**config.mk**
```make
export PLATFORM = sky130hd
export DESIGN_NAME = gbs_queue
export DESIGN_NICKNAME = d
export VERILOG_FILES = /design/src/rtl/core/gbs_pkg.sv /design/src/rtl/core/gbs_queue.sv
export SDC_FILE = /design/constraint.sdc
export NUM_CORES = 1
export LEC_CHECK = 0
export BUFFER_PORTS_ARGS = -buffer_cell sky130_fd_sc_hd__buf_4
export CAP_MARGIN = 20
export CORE_MARGIN = 5
export CORE_UTILIZATION = 39
export DETAILED_ROUTE_END_ITERATION = 8
export SLEW_MARGIN = 10
export SYNTH_ARGS = -nofsm -noshare
export SYNTH_HDL_FRONTEND = slang
export SYNTH_SLANG_ARGS = --single-unit
```
**constraint.sdc**
```tcl
create_clock -name clk -period 9.7 [get_ports clk]
set_clock_uncertainty 0.1 [all_clocks]
set_input_delay 0.485 -clock clk [delete_from_list [all_inputs] [get_ports clk]]
set_output_delay 0.485 -clock clk [all_outputs]
set_load 0.05 [all_outputs]
```
**src/rtl/core/gbs_pkg.sv**
```systemverilog
package gbs_pkg;

    localparam int COORD_W = 16;
    localparam int EXT_W = COORD_W + 1;
    localparam int AREA_W = 2 * EXT_W;
    localparam int UNION_W = AREA_W + 1;
    localparam int THR_W = 17;
    localparam int PROD_W = THR_W + UNION_W;
    localparam int LHS_W = AREA_W + 16;
    localparam int INDEX_W = 12;
    localparam int QDEPTH = 4;
    localparam int QPTR_W = 2;
    localparam int QCNT_W = 3;
    localparam int APB_ADDR_W = 2;
    localparam int APB_DATA_W = 32;

    localparam logic [APB_ADDR_W-1:0] REG_IOU_ADDR = 2'd0;
    localparam logic [THR_W-1:0] IOU_RESET = 17'd13107;

    typedef struct packed {
        logic [COORD_W-1:0] left_x;
        logic [COORD_W-1:0] top_y;
        logic [COORD_W-1:0] right_x;
        logic [COORD_W-1:0] bottom_y;
        logic               last_box;
    } box_in_t;

    typedef struct packed {
        logic [INDEX_W-1:0] box_index;
        logic               kept;
        logic               store_overflow;
        logic               last_result;
    } result_t;

    typedef struct packed {
        logic [COORD_W-1:0] x1;
        logic [COORD_W-1:0] y1;
        logic [COORD_W-1:0] x2;
        logic [COORD_W-1:0] y2;
    } corners_t;

    typedef struct packed {
        corners_t           c;
        logic [EXT_W-1:0]   w;
        logic [EXT_W-1:0]   h;
        logic [INDEX_W-1:0] index;
        logic               last;
    } job_t;

    typedef enum logic [1:0] {
        BK_IDLE,
        BK_SCAN,
        BK_DRAIN,
        BK_FINISH
    } bk_state_t;

    function automatic logic [EXT_W-1:0] extent(input logic [COORD_W-1:0] lo,
                                                input logic [COORD_W-1:0] hi);
        logic [EXT_W-1:0] r;
        if (hi >= lo)
        begin
            r = {1'b0, hi} - {1'b0, lo} + EXT_W'(1);
        end
        else
        begin
            r = '0;
        end
        return r;
    endfunction

endpackage

```
**src/rtl/core/gbs_queue.sv**
```systemverilog
module gbs_queue (
    input  logic          clk,
    input  logic          rst_n,
    input  logic          push,
    input  gbs_pkg::job_t wdata,
    output logic          full,
    input  logic          pop,
    output gbs_pkg::job_t rdata,
    output logic          empty
);

    gbs_pkg::job_t                     slot_reg [gbs_pkg::QDEPTH];
    logic [gbs_pkg::QPTR_W-1:0] wr_ptr_reg, wr_ptr_next;
    logic [gbs_pkg::QPTR_W-1:0] rd_ptr_reg, rd_ptr_next;
    logic [gbs_pkg::QCNT_W-1:0] count_reg, count_next;
    logic                       do_push;
    logic                       do_pop;

    assign full    = (count_reg == gbs_pkg::QCNT_W'(gbs_pkg::QDEPTH));
    assign empty   = (count_reg == '0);
    assign do_push = push && !full;
    assign do_pop  = pop && !empty;
    assign rdata   = slot_reg[rd_ptr_reg];

    always_comb
    begin
        wr_ptr_next = do_push ? wr_ptr_reg + 1'b1 : wr_ptr_reg;
        rd_ptr_next = do_pop ? rd_ptr_reg + 1'b1 : rd_ptr_reg;
        count_next  = count_reg;
        if (do_push && !do_pop)
        begin
            count_next = count_reg + 1'b1;
        end
        else if (do_pop && !do_push)
        begin
            count_next = count_reg - 1'b1;
        end
    end

    always_ff @(posedge clk or negedge rst_n)
    begin
        if (!rst_n)
        begin
            wr_ptr_reg <= '0;
            rd_ptr_reg <= '0;
            count_reg  <= '0;
        end
        else
        begin
            wr_ptr_reg <= wr_ptr_next;
            rd_ptr_reg <= rd_ptr_next;
            count_reg  <= count_next;
        end
    end

    always_ff @(posedge clk)
    begin
        if (do_push)
        begin
            slot_reg[wr_ptr_reg] <= wdata;
        end
    end

endmodule

```
# Word-level counts from Yosys, hierarchy flattened
# Memories as Yosys holds them, arrays and structs flattened.
# Cells that the tools add are included.
# W data, S select, Z words.
[op_classes] add_sub_neg=4 eq_ne=1 mux=4 n_reduce_logical=10
[op_table] cell="$mux W3" count=2
[op_table] cell="$add A2 B1 Y2 const B" count=2
[op_table] cell="$logic_and A1 B1 Y1" count=4
[op_table] cell="$logic_not A1 Y1" count=4
[op_table] cell="$add A3 B1 Y3 const B" count=1
[op_table] cell="$eq A3 B3 Y1 const B" count=1
[op_table] cell="$logic_not A3 Y1" count=1
[op_table] cell="$sub A3 B1 Y3 const B" count=1
[op_table] cell="$mux W1" count=2
[op_table] cell="$reduce_bool A2 Y1" count=1
[totals] regBits=7 ramBits=444 n_memories=1
[mem_list] name="slot_reg" depth=4 width=111 read_ports=1 rd_ports_with_merged_regs=0 write_ports=1 line_no="gbs_queue.sv:12" source="gbs_pkg::job_t slot_reg [gbs_pkg::QDEPTH];"

# Depth between registers and ports, before layout
[logic_depth] depth_word=7 ltp_mapped=9 mapped_depth_nobuf=8

# Least setup slack after synthesis
# Ideal clock, no wire load.
[synth_path] kind="register to register" start="register count_reg[2] in the netlist's numbering" end="memory slot_reg[0][0] in the netlist's numbering (enable)" t_arrival_ps=3495 setup_slack_ps=5622 stages_incl_launch_ff=5 path_buffers=1 period_less_slack_ps=4078 path_cell_list="dfrtp_1 > nor3b_2 > nor2b_1 > buf_2 > and2_1"
[synth_between] elab_chain_len=5
[synth_lines] item="start: declaration" line_no="gbs_queue.sv:15" source="logic [gbs_pkg::QCNT_W-1:0] count_reg, count_next;"
[synth_lines] item="start signal: assignment" line_no="gbs_queue.sv:52" source="count_reg <= count_next;"
[synth_lines] item="$eq A3 B3 Y1" line_no="gbs_queue.sv:19" source="assign full = (count_reg == gbs_pkg::QCNT_W'(gbs_pkg::QDEPTH));"
[synth_lines] item="net full" line_no="gbs_queue.sv:6" source="output logic full,"
[synth_lines] item="$logic_not A1 Y1" line_no="gbs_queue.sv:21" source="assign do_push = push && !full;"
[synth_lines] item="$logic_and A1 B1 Y1" line_no="gbs_queue.sv:21"
[synth_lines] item="net do_push" line_no="gbs_queue.sv:16" source="logic do_push;"
[synth_lines] item="$mux W1" line_no="gbs_queue.sv:58" source="if (do_push)"
[synth_lines] item="$mux W1 (not written as such)" line_no="gbs_queue.sv:60" source="slot_reg[wr_ptr_reg] <= wdata;"
[synth_lines] item="end: declaration" line_no="gbs_queue.sv:12"
# The timed path passes the listed nets, and every way through them passes these cells.

==> impl_results.md <==
- Fin area: 0.0213 mm²
- CP peak stage delay: 1.00 ns
- Crit-path most repeated cell: buf_4
- Final Util: 0.508
- Vias: 7637
- Seq cells post-synth: around 450
- Clock sinks: 451
- Residual DRC: 0
- Main combinational cell family by area after synthesis: multiplexers
- Maximum fanout along the worst path: between 40 and 50
- Leakage: roughly 0.0073 µW
- Commonest non-fill, non-tap cell in the layout: edfxtp_1
- Crit path cell chain: buf_4 > mux4_2 > buf_4
- Antenna violations before repair: 1
- Post-Route Setup TNS: 0 ns
- Global-route wire length before repair: around 50 mm
- Syn avg cell area: 26.8 µm²
- Post-synth cell types: 23
- Clock root cell: clkbuf_16
- Post-DRT Antenna Nets: 0
- Post-Syn Area: approximately 0.017 mm²
- Clock buffer count from CTS: 47
- Post-synthesis mux area share: 0.153
- Post-CTS resize count: 0
- Grt ovf: 0
- Placed inst area: between 0.015 and 0.02 mm²
- Port Buffers: ~230
- Post-Synth XOR/XNOR Area: 0.00318
- Worst Setup End Kind: output port
- Compound-Gate Fraction of Synth Area: 0
- Gpl congestion: ~0.68
- Pre-antenna DRT Iters: 6
- DR WL/cell: 21.0 µm
- Total power: between 7000 and 8000 µW
- Number of global-route vias before repair: 8613
- Gr usage total: 0.142
- IO Count: between 200 and 250
- Startpoint types: flip-flop
- Critical path class: reg -> out
- Initial Util: 0.393
- Die X: ~220 µm
- Commonest non-fill, non-tap cells in the layout: 444 x edfxtp_1, 235 x buf_4, 111 x mux4_2
- Die area: ~0.047 mm²
- Status: finished, final reports clean
- Post-synthesis sequential area ratio: 0.819
- Layout net count: 1105
- CTS tree: done
- Share of layout cells above drive strength 1: 0.409
- Slew HR: 0.308
- Post-Synth Simple-Gate Area: 0.00379
- Total length of routed wires: 32.8 mm
- Post-CTS setup buffer count: 0
- Largest register FFs: ~440
- Fillcell total: ~3.3k
- Worst-Skew Late Latency: ~0.57 ns
- Period utilisation layout: 0.393
- Largest net degree at the start of global routing: between 60 and 70
- Antenna diodes: 0
- RSZ-0062 raised after global routing: false
- CTS clock-pin slew for the worst setup and hold paths: approximately 0.06 ns
- Clock tree buffer depth: 3
- Tmin final: 3.82 ns
- Vias per cell: around 4.9
- Maximum vdd drop: ~0.00022 V
- CTS Hold Buffers Added: 110
- Row count: between 70 and 80
- Worst path slowest cell: dfrtp_4
- Post-Synthesis Cells: roughly 600
- Core box area: between 0.04 and 0.05 mm²
- Number of H-tree levels: 2
- Setup Viol. Count Final: 0
- Hold Path Class: in -> reg
- Area Overhead vs Synth: 29.1%
- Pins Over Slew Limit: 0
- Worst slew pin tran: 1.04 ns
- Syn Nets: 737
- Final HPWL DP: between 15 and 20 mm
- Max Freq: between 200 and 300 MHz
- Final hold violations: 0
- CP arrival: 3.23 ns
- Max-cap violations: 0
- Adder-Cell Fraction of Synth Area: 0.00500
- Data required time of the worst path: a little over 9 ns
- Die H: 216 µm
- Synth warn: 0
- DRT iter0 DRCs: around 440
- PD cells: around 340 mW/mm²
power by group:
part / leakage, µW / switching, µW / internal [µW]
Sequential: 0.00415 / 184 / 2580
Clock: 0.000722 / 712 / 1020
Combinational: 0.00242 / 1850 / 981
stage by stage:
step / hold slack [ns] / setup slack [ns] / std cells
floorplan: 0.0894 / 5.62 / 616
detailed placement: 0.205 / 6.30 / 1364
global placement: 0.206 / 6.28 / 1364
CTS: 0.000111 / 5.66 / 1561
finish: 0.0457 / 5.88 / 1561
global route: 0.0137 / 5.57 / 1561
cell type report:
type,instances,area [µm²],area share
Sequential cell,451,13500,0.634
Inverter,4,15.0,0.000705
Clock inverter,25,239,0.0112
Timing Repair Buffer,345,2870,0.135
Multi-Input combinational cell,135,2730,0.128
Clock buffer,62,1260,0.0593
Tap cell,539,674,0.0317
synthesized netlist by cell type, drive strengths merged:
library cell,n,area share
or3,1,0.00038
mux2,2,0.0014
inv,4,0.00091
edfxtp,444,0.81
nor2b,1,0.00038
xor2,2,0.0011
dfrtp,7,0.011
nand2,1,0.00023
mux4,111,0.15
xnor2,4,0.0021
buf,26,0.016
and2,4,0.0015
nor2,1,0.00023
fa,1,0.0012
nand3,1,0.00030
ha,5,0.0038
nor3b,1,0.00076
worst max-delay path: cells and delay by family (launching register included):
kind,cells,cell delay [ns]
multiplexers,1,0.61
buffers and inverters,2,0.97
flip-flops,1,1.00
per-layer routing:
layer / vias to the layer above / routed length [µm] / GRT usage
met5: - / 7 / 0
met4: 2 / 664 / 0.0437
met3: 46 / 1880 / 0.0366
met2: 178 / 16500 / 0.238
met1: 4010 / 13800 / 0.185
li1: 3401 / - / -
cells by family (layout without fill, tap and decap cells):
group | Yosys count | in the layout
flops | 451 | 451
xor+xnor | 6 | 6
fa+ha+maj | 6 | 6
buf+inv | 30 | 436
simple gates | 10 | 10
mux | 113 | 113
path summary, 6_finish.rpt:
kind	depth (start not counted)	slack (ns)	end	startpoint
max	3	5.88	rdata[31]	rd_ptr_reg[0]$_DFFE_PN0P_
min	1	0.05	slot_reg[1][48]$_DFFE_PP_	wdata[48]
max reg2reg	4	6.39	slot_reg[2][59]$_DFFE_PP_	count_reg[2]$_DFFE_PN0P_
min reg2reg	1	0.38	count_reg[2]$_DFFE_PN0P_	count_reg[2]$_DFFE_PN0P_
max in group asynchronous	2	9.19	rd_ptr_reg[1]$_DFFE_PN0P_	rst_n
min in group asynchronous	2	0.17	count_reg[0]$_DFFE_PN0P_	rst_n
Power figures use the tool's default switching activity.
