## src/rtl/core/gbs_pkg.sv

```systemverilog
package gbs_pkg;

    localparam int COORD_W = 16;
    localparam int EXT_W = COORD_W + 1;
    localparam int AREA_W = 2 * EXT_W;
    localparam int UNION_W = AREA_W + 1;
    localparam int THR_W = 17;
    localparam int PROD_W = THR_W + UNION_W;
    localparam int LHS_W = AREA_W + 16;
    localparam int INDEX_W = 12;
    localparam int QDEPTH = 4;
    localparam int QPTR_W = 2;
    localparam int QCNT_W = 3;
    localparam int APB_ADDR_W = 2;
    localparam int APB_DATA_W = 32;

    localparam logic [APB_ADDR_W-1:0] REG_IOU_ADDR = 2'd0;
    localparam logic [THR_W-1:0] IOU_RESET = 17'd13107;

    typedef struct packed {
        logic [COORD_W-1:0] left_x;
        logic [COORD_W-1:0] top_y;
        logic [COORD_W-1:0] right_x;
        logic [COORD_W-1:0] bottom_y;
        logic               last_box;
    } box_in_t;

    typedef struct packed {
        logic [INDEX_W-1:0] box_index;
        logic               kept;
        logic               store_overflow;
        logic               last_result;
    } result_t;

    typedef struct packed {
        logic [COORD_W-1:0] x1;
        logic [COORD_W-1:0] y1;
        logic [COORD_W-1:0] x2;
        logic [COORD_W-1:0] y2;
    } corners_t;

    typedef struct packed {
        corners_t           c;
        logic [EXT_W-1:0]   w;
        logic [EXT_W-1:0]   h;
        logic [INDEX_W-1:0] index;
        logic               last;
    } job_t;

    typedef enum logic [1:0] {
        BK_IDLE,
        BK_SCAN,
        BK_DRAIN,
        BK_FINISH
    } bk_state_t;

    function automatic logic [EXT_W-1:0] extent(input logic [COORD_W-1:0] lo,
                                                input logic [COORD_W-1:0] hi);
        logic [EXT_W-1:0] r;
        if (hi >= lo)
        begin
            r = {1'b0, hi} - {1'b0, lo} + EXT_W'(1);
        end
        else
        begin
            r = '0;
        end
        return r;
    endfunction

endpackage

```

## src/rtl/core/gbs_front.sv

```systemverilog
module gbs_front #(
    parameter int MAX_BOXES  = 4096,
    parameter int COORD_BITS = 16
) (
    input  logic             clk,
    input  logic             rst_n,
    input  logic             push,
    input  gbs_pkg::box_in_t box,
    output logic             full,
    output logic             q_push,
    output gbs_pkg::job_t    q_job,
    input  logic             q_full
);

    localparam int CAP_INT = (MAX_BOXES - 1) < 4095 ? (MAX_BOXES - 1) : 4095;
    localparam logic [gbs_pkg::INDEX_W-1:0] INDEX_CAP = gbs_pkg::INDEX_W'(CAP_INT);
    localparam logic [gbs_pkg::COORD_W-1:0] COORD_MASK =
        (COORD_BITS >= gbs_pkg::COORD_W) ? {gbs_pkg::COORD_W{1'b1}}
                                          : gbs_pkg::COORD_W'((32'd1 << COORD_BITS) - 32'd1);

    logic [gbs_pkg::INDEX_W-1:0] index_reg, index_next;
    logic                        accept;
    gbs_pkg::corners_t           c;

    assign full   = q_full;
    assign accept = push && !q_full;
    assign q_push = accept;

    always_comb
    begin
        c.x1 = box.left_x & COORD_MASK;
        c.y1 = box.top_y & COORD_MASK;
        c.x2 = box.right_x & COORD_MASK;
        c.y2 = box.bottom_y & COORD_MASK;
        q_job.c     = c;
        q_job.w     = gbs_pkg::extent(c.x1, c.x2);
        q_job.h     = gbs_pkg::extent(c.y1, c.y2);
        q_job.index = index_reg;
        q_job.last  = box.last_box;
    end

    always_comb
    begin
        index_next = index_reg;
        if (accept)
        begin
            if (box.last_box)
            begin
                index_next = '0;
            end
            else if (index_reg < INDEX_CAP)
            begin
                index_next = index_reg + 1'b1;
            end
        end
    end

    always_ff @(posedge clk or negedge rst_n)
    begin
        if (!rst_n)
        begin
            index_reg <= '0;
        end
        else
        begin
            index_reg <= index_next;
        end
    end

endmodule

```

## config.mk

```make
export PLATFORM = sky130hd
export DESIGN_NAME = gbs_front
export DESIGN_NICKNAME = d
export VERILOG_FILES = /design/src/rtl/core/gbs_pkg.sv /design/src/rtl/core/gbs_front.sv
export SDC_FILE = /design/constraint.sdc
export NUM_CORES = 1
export LEC_CHECK = 0
export ABC_AREA = 1
export ABC_CLOCK_PERIOD_IN_PS = 1700
export BUFFER_PORTS_ARGS = -buffer_cell sky130_fd_sc_hd__buf_4
export CAP_MARGIN = 20
export CORE_ASPECT_RATIO = 1.4
export CORE_MARGIN = 10
export CORE_UTILIZATION = 50
export CTS_BUF_LIST = sky130_fd_sc_hd__clkbuf_4
export DETAILED_ROUTE_END_ITERATION = 16
export PLACE_DENSITY_LB_ADDON = 0.12
export SETUP_SLACK_MARGIN = 0.02
export SKIP_CTS_REPAIR_TIMING = 1
export SKIP_LAST_GASP = 1
export SLEW_MARGIN = 20
export SYNTH_ARGS = -nofsm -noshare
export SYNTH_HDL_FRONTEND = slang
export SYNTH_SLANG_ARGS = --single-unit
```

## constraint.sdc

```tcl
create_clock -name clk -period 1.7 [get_ports clk]
set_clock_uncertainty 0.05 [all_clocks]
set_input_delay 0 -clock clk [delete_from_list [all_inputs] [get_ports clk]]
set_output_delay 0 -clock clk [all_outputs]
set_load 0.05 [all_outputs]
```

**Word level (Yosys, flattened, before mapping)**

Index checks and enable logic that the tools add are counted.

- Input port bits: 69
- Register bits: 12

- $lt $le $gt $ge: 3
- Multiplexer cells: 4
- Reductions and logical operators: 4
- Add/subtract/negate cells: 5

Operator list:

| kind | count |
|---|---|
| $add 17x1->17 const B | 2 |
| $mux 17 | 2 |
| $sub 16x16->17 | 2 |
| $ge 16x16->1 | 2 |
| $mux 12 | 2 |
| $add 12x1->12 const B | 1 |
| $lt 12x12->1 const B | 1 |
| $reduce_and 2->1 | 1 |
| $reduce_bool 2->1 | 1 |
| $logic_and 1x1->1 | 1 |
| $logic_not 1->1 | 1 |

**Depth between registers and ports, before layout**

Gate-level depths: netlist (run 1).

- Word-level depth: 3
- Gate-level depth with buffers: 15
- Depth with buffers taken out: 15

**Worst setup path before layout (run 1)**

Ideal clock, no wire load.

- Path type: input port to output port
- Start point: in box[18] in the netlist's numbering
- End point: out q_job[43] in the netlist's numbering
- Data arrival time: 2.141 ns
- Setup slack: -0.491 ns
- Cell stages on the path: 13
- Cells stage by stage: inv_1 > ha_1 > inv_1 > ha_1 > fa_1 > nand2_1 > nand2_1 > and2_1 > nand3_1 > nand3_1 > nand2_1 > nand2_1 > nor2_1

RTL lines:

| what | line | source |
|---|---|---|
| start, declared | gbs_front.sv:8 | `input gbs_pkg::box_in_t box,` |
| end, declared | gbs_front.sv:11 | `output gbs_pkg::job_t q_job,` |

==> results.toml, run 1 <==
[floorplanning]
die-area_mm2 = 0.0134
num_rows = 41
core_mm2 = 0.00898
die_y_um = 133
start_util_pct = 50.7
ioPinCount = 182
die_w_um = 101

[clock_network]
clkSlewWorstSetupHoldPaths_ps = 90
clock_latency_ps = 290
htree_levels = 1
clock_path_buffers = 2
cts_sinks = 12
cts_buffers = 3
tritoncts = "yes"
cts_root_buf = "clkbuf_4"

[routing]
ant_nets = 0
wire_per_inst_um = 16.8
first_pass_iters = 6
post-route-drc-count = 0
wl_um = 18300
drt_iter0_drc = 258
detail_route.vias_per_cell = 5.20
vias = 5666

[sta]
drv_slew = 0
fin_tns_setup_ps = -5110
grt_setup_unrepaired = "true"
worstMarginPinSlew_ps = 443
fmax_ghz = 0.498
min_period_ps = 2010
setup_viol = 33
period_share_pct = 118
relSlewSlack_pct = 70.2
setup_ws_ps = -310
hold_violations = 0

[synthesis]
syn_area_mm2 = 0.00455
ys_seq_elements = 12
yosysSeqAreaShare_pct = 6.59
synthTopCellsByArea = "ha_1 (18%), nand2_1 (18%), inv_1 (15%)"
synth_top_cell_by_area = "ha_1"
synthDistinctLibCells = 30
ys_warn_count = 0
syn_area_per_cell_um2 = 5.97
syn-num-nets = 915
synth_top_area_share_pct = 18.4
postSynthCellCount = 763

[setup_path]
cp.buffers_inverters = 5
crit_top_cell = "nand2_1"
critical_path_class = "in -> out"
cp.required_ps = 1650
path_cells = "buf_6 -> inv_4 -> ha_4 -> inv_2 -> fa_2 -> inv_2 -> nand2_1 -> nand2_1 -> nand2_1 -> nand2_2 -> a21oi_2 -> nand2_1 -> nand2_1 -> nand2_2 -> nor2_4 -> buf_8"
critPathLaunchType = "input port"
critPathMaxFanout = 5
cp.arrival_ps = 1960
cpMaxStageDelayCell = "fa_2"
path_delay_family = "adder cells"
cpPeakStageDelay_ps = 630
end_kind = "output pin"

[flow_run]
maxCapViolations = 0

[global_routing]
grt.overflow.total = 0
grt_pass1_vias = 5578
antenna_found_initial = 0
grt_usage_pct = 21.2
grt_pass1_wl_um = 24500
grt_start_max_net_pins = 13

[outcome]
violations = "setup timing"
outcome = "finished with violations"

[min_path]
hp-class = "in -> async"

[layout]
layout-drive-gt1-share_pct = 57.9
finalCoreUtilization_pct = 87.0
finalNetCount = 1135
largest_reg_flops = 12
area_growth_syn_to_layout_pct = 71.5
diodes = 0

[place]
gp_congestion = 0.918
hpwlAfterDp_um = 13200
io_buffers = 181

[pwr]
cellPowerDensity_mw_per_mm2 = 597
ir_drop_uv = 475
leakage_nw = 4.28
[cell usage in the layout (no fill, tap or decap), drive strengths merged, types with 3 or more instances in the layout]
cell type and count:
dfrtp 12, inv 182, a21oi 16, xor2 10, and2 5, clkbuf 3, ha 67, clkinvlp 6
fa 16, xnor2 3, nor2 55, nand4 14, nand2 224, buf 283, nand3b 5, nand3 40
nor3 15, o21ai 11
[synthesized netlist by cell type (all sizes together)]
cell,n
a21o,2
a21oi,16
a31o,2
and2,5
buf,70
dfrtp,12
fa,16
ha,67
inv,188
nand2,224
nand3,40
nand3b,5
nand4,14
nor2,55
nor3,15
o21a,2
o21ai,11
o21bai,2
o31ai,2
or2,2
xnor2,3
xor2,10
[stage by stage]
| step | power (mW) | setup WS [ps] | instance area, um^2 | std cells | hold WS (ps) |
|---|---|---|---|---|---|
| floorplan | 2.50 | -26.0 | 4770 | 763 | -346 |
| global placement | 3.49 | -287 | 6400 | 1066 | -201 |
| detailed placement | 3.55 | -329 | 6400 | 1066 | -197 |
| CTS | 3.75 | -335 | 6430 | 1070 | -502 |
| global route | 4.93 | -395 | 7810 | 1089 | 60.9 |
| finish | 4.66 | -310 | 7810 | 1089 | 40.1 |
[final timing paths]
path,start,end,slack (ps),cells past startpoint
min in group clk,q_full,index_reg[10],100,5
max reg2reg,index_reg[1],index_reg[4],120,9
min,rst_n,index_reg[6],40,2
max,box[57],q_job[46],-310,16
max in group asynchronous,rst_n,index_reg[0],1370,2
min reg2reg,index_reg[5],index_reg[5],490,2
[cells by family (layout without fill, tap and decap cells)]
family	Yosys count	in the layout	synth area share (%)
simple gates	360	360	33.3
buf+inv	258	477	27.1
fa+ha+maj	83	83	25.4
compound gates	37	37	5.08
xor+xnor	13	13	2.50
flops	12	12	6.59
[cell type report]
cell class / count / area [um^2]
sequential: 12 / 307
clock inverter: 1 / 3.75
clock buffer: 3 / 22.5
multi-input combinational: 493 / 4070
inverter: 188 / 773
tap: 107 / 134
timing repair buffer: 285 / 2500
fill: 474 / 1170
[power by group]
| part | leakage [nW] | total [mW] | internal [mW] | switching (mW) |
|---|---|---|---|---|
| clock network | 0.0154 | 0.203 | 0.0854 | 0.118 |
| logic | 4.10 | 4.14 | 1.65 | 2.49 |
| registers | 0.157 | 0.319 | 0.301 | 0.0183 |
[per-layer routing]
metal  vias to the layer above  share of wire [%]  GRT usage, %
met5                         -                  0             0
met4                         0                4.6          6.69
met3                        76                5.7          3.34
met2                       248                 57          43.4
met1                      2669                 33          19.9
li1                       2673                  -             -
(Power assumes the default switching activity.)
==> inputs of run 2 (changes only) <==
--- a/config.mk
+++ b/config.mk
@@ -7,10 +7,9 @@
 export LEC_CHECK = 0
 export ABC_AREA = 1
 export ABC_CLOCK_PERIOD_IN_PS = 1700
-export BUFFER_PORTS_ARGS = -buffer_cell sky130_fd_sc_hd__buf_4
+export BUFFER_PORTS_ARGS = -buffer_cell sky130_fd_sc_hd__buf_2
 export CAP_MARGIN = 20
 export CORE_ASPECT_RATIO = 1.4
-export CORE_MARGIN = 10
 export CORE_UTILIZATION = 50
 export CTS_BUF_LIST = sky130_fd_sc_hd__clkbuf_4
 export DETAILED_ROUTE_END_ITERATION = 16
==> run 2 against run 1 <==
  * The run still ends with setup timing left
  * Utilization is 3.0 points lower
  * Global-route usage is 3.4 points higher
  * Maximum frequency is 0.77% higher
  * Combinational power is 6.8% lower
  * Via count is 6.2% lower
  * Sequential power hardly changed
  * Sequential share of layout area is 0.27 points higher
  * Final area is 6.4% lower
  * Hold slack better by 16 ps
  * First-iteration DRC count is 39% lower
  * Setup slack better by 15 ps
  * Largest cell class unchanged
  * Highest routed layer unchanged
==> results.toml, run 2 (synthesized netlist as in run 1, its figures left out) <==
[layout]
diodes = 0
largest_reg_flops = 12
area_growth_syn_to_layout_pct = 60.5
layout-drive-gt1-share_pct = 55.2
finalNetCount = 1114
layout_commonest_cell = "nand2_1"
final_cells = 1066
layout_common_cells = "nand2_1 (149), buf_2 (124), inv_1 (123)"
fillCellCount = 537
multi_input_area_mm2 = 0.00402
seq_area_um2 = 307

[setup_path]
path_cells = "buf_8 -> inv_4 -> ha_4 -> inv_2 -> ha_4 -> fa_2 -> nand2_2 -> nand2_2 -> and2_4 -> nand2_2 -> nand2_2 -> xor2_1 -> nand2_1 -> clkinvlp_4 -> buf_8"
cp.buffers_inverters = 5
cp.required_ps = 1650
end_kind = "output pin"
critical_path_class = "in -> out"
crit_top_cell = "nand2_2"
critPathMaxFanout = 3
path_delay_family = "adder cells"
cpPeakStageDelay_ps = 420
cp.arrival_ps = 1940
r2r_cells = 10
cp.depth = 15
critPathLaunchType = "input port"
cpMaxStageDelayCell = "fa_2"

[sta]
setup_viol = 34
worstMarginPinSlew_ps = 476
period_share_pct = 117
fmax_ghz = 0.501
drv_slew = 0
min_period_ps = 1990
setup_ws_ps = -294
grt_setup_unrepaired = "true"
hold_violations = 0
relSlewSlack_pct = 68.0
fin_tns_setup_ps = -4200

[clock_network]
clock_path_buffers = 2
clkSlewWorstSetupHoldPaths_ps = 80
cts_root_buf = "clkbuf_4"
htree_levels = 1
clock_latency_ps = 290
tritoncts = "yes"
cts_sinks = 12
cts_buffers = 3

[floorplanning]
die-area_mm2 = 0.00950
die_w_um = 82.7
num_rows = 40
ioPinCount = 182
core_mm2 = 0.00871
die_y_um = 115
start_util_pct = 52.3

[routing]
wl_um = 14300
drt-met1-wl_um = 4920
vias = 5315
top_layer = "met4"
ant_nets = 0
detail_route.vias_per_cell = 4.99
drt_iter0_drc = 158
wire_per_inst_um = 13.4
first_pass_iters = 4
wl_met2_um = 8310
wl_met3_um = 454
post-route-drc-count = 0

[pwr]
seqPwrFrac_pct = 7.2
leakage_nw = 4.04
intPower_mw = 1.94
ir_drop_uv = 555
cellPowerDensity_mw_per_mm2 = 600
p_sw_mw = 2.44
p_clk_share_pct = 4.9
swShare_pct = 55.7
power_frac_comb_pct = 87.9

[outcome]
violations = "setup timing"
outcome = "finished with violations"

[flow_run]
maxCapViolations = 0

[global_routing]
grt_usage_pct = 24.6
grt_pass1_vias = 4576
grt_pass1_wl_um = 18700
grt_start_max_net_pins = 13
grt.overflow.total = 0
antenna_found_initial = 0

[place]
dp_slack_ps = -368
place_inst = 1047
hpwlAfterDp_um = 10400
gp_congestion = 0.939
io_buffers = 181

[min_path]
hp-class = "in -> async"
## run 2: power groups by stage
| stage | Combinational (mW) | Clock (mW) | Sequential [mW] |
|---|---|---|---|
| 2_1_floorplan | 2.13 | 0 | 0.374 |
| 3_3_place_gp | 2.89 | 0 | 0.322 |
| 3_5_place_dp | 2.93 | 0 | 0.324 |
| 4_1_cts | 2.95 | 0.214 | 0.318 |
| 5_1_grt | 4.12 | 0.219 | 0.322 |
| 6_report | 3.86 | 0.214 | 0.317 |
## run 2: path summary, 6_finish.rpt
path                                    from            end  slack, ps
worst max register to register  index_reg[1]  index_reg[10]        130
worst min register to register  index_reg[5]   index_reg[5]        500
worst min-delay path                   rst_n   index_reg[6]         60
max in group asynchronous              rst_n   index_reg[1]       1300
min in group clk                      q_full   index_reg[3]         90
worst max-delay path                  box[2]      q_job[22]       -290
## run 2: per-layer routing
metal  up-vias  global-route usage, %
met3        52                   1.03
met1      2467                   25.0
met2       158                   51.1
met5         -                      0
met4         0                   7.24
li1       2638                      -
## run 2: through the flow
| step | utilization [%] | instance area (um^2) | total power [mW] | hold slack (ps) |
|---|---|---|---|---|
| finish | 84.0 | 7310 | 4.39 | 56.5 |
| global route | 84.0 | 7310 | 4.66 | 118 |
| CTS | 67.3 | 5860 | 3.48 | -471 |
| detailed placement | 67.0 | 5830 | 3.26 | -156 |
| global placement | 67.0 | 5830 | 3.21 | -158 |
| floorplan | - | 4770 | 2.50 | -346 |
## run 2: worst reg2reg max path, cell delays in order (launching register included)
cell	delay, ps
dfrtp_2	440
ha_4	170
nand2_1	70
inv_2	50
nand2_2	110
nor2_4	40
nand2_2	70
nand2_4	100
o21ai_0	210
nand2_1	80
nor2_1	110
## run 2: layout make-up
cell class,instances,area share [%]
Timing Repair Buffer,264,28.2
Sequential cell,12,4.19
Tap cell,105,1.80
Multi-Input combinational cell,493,55.0
Clock buffer,4,0.411
Inverter,188,10.4
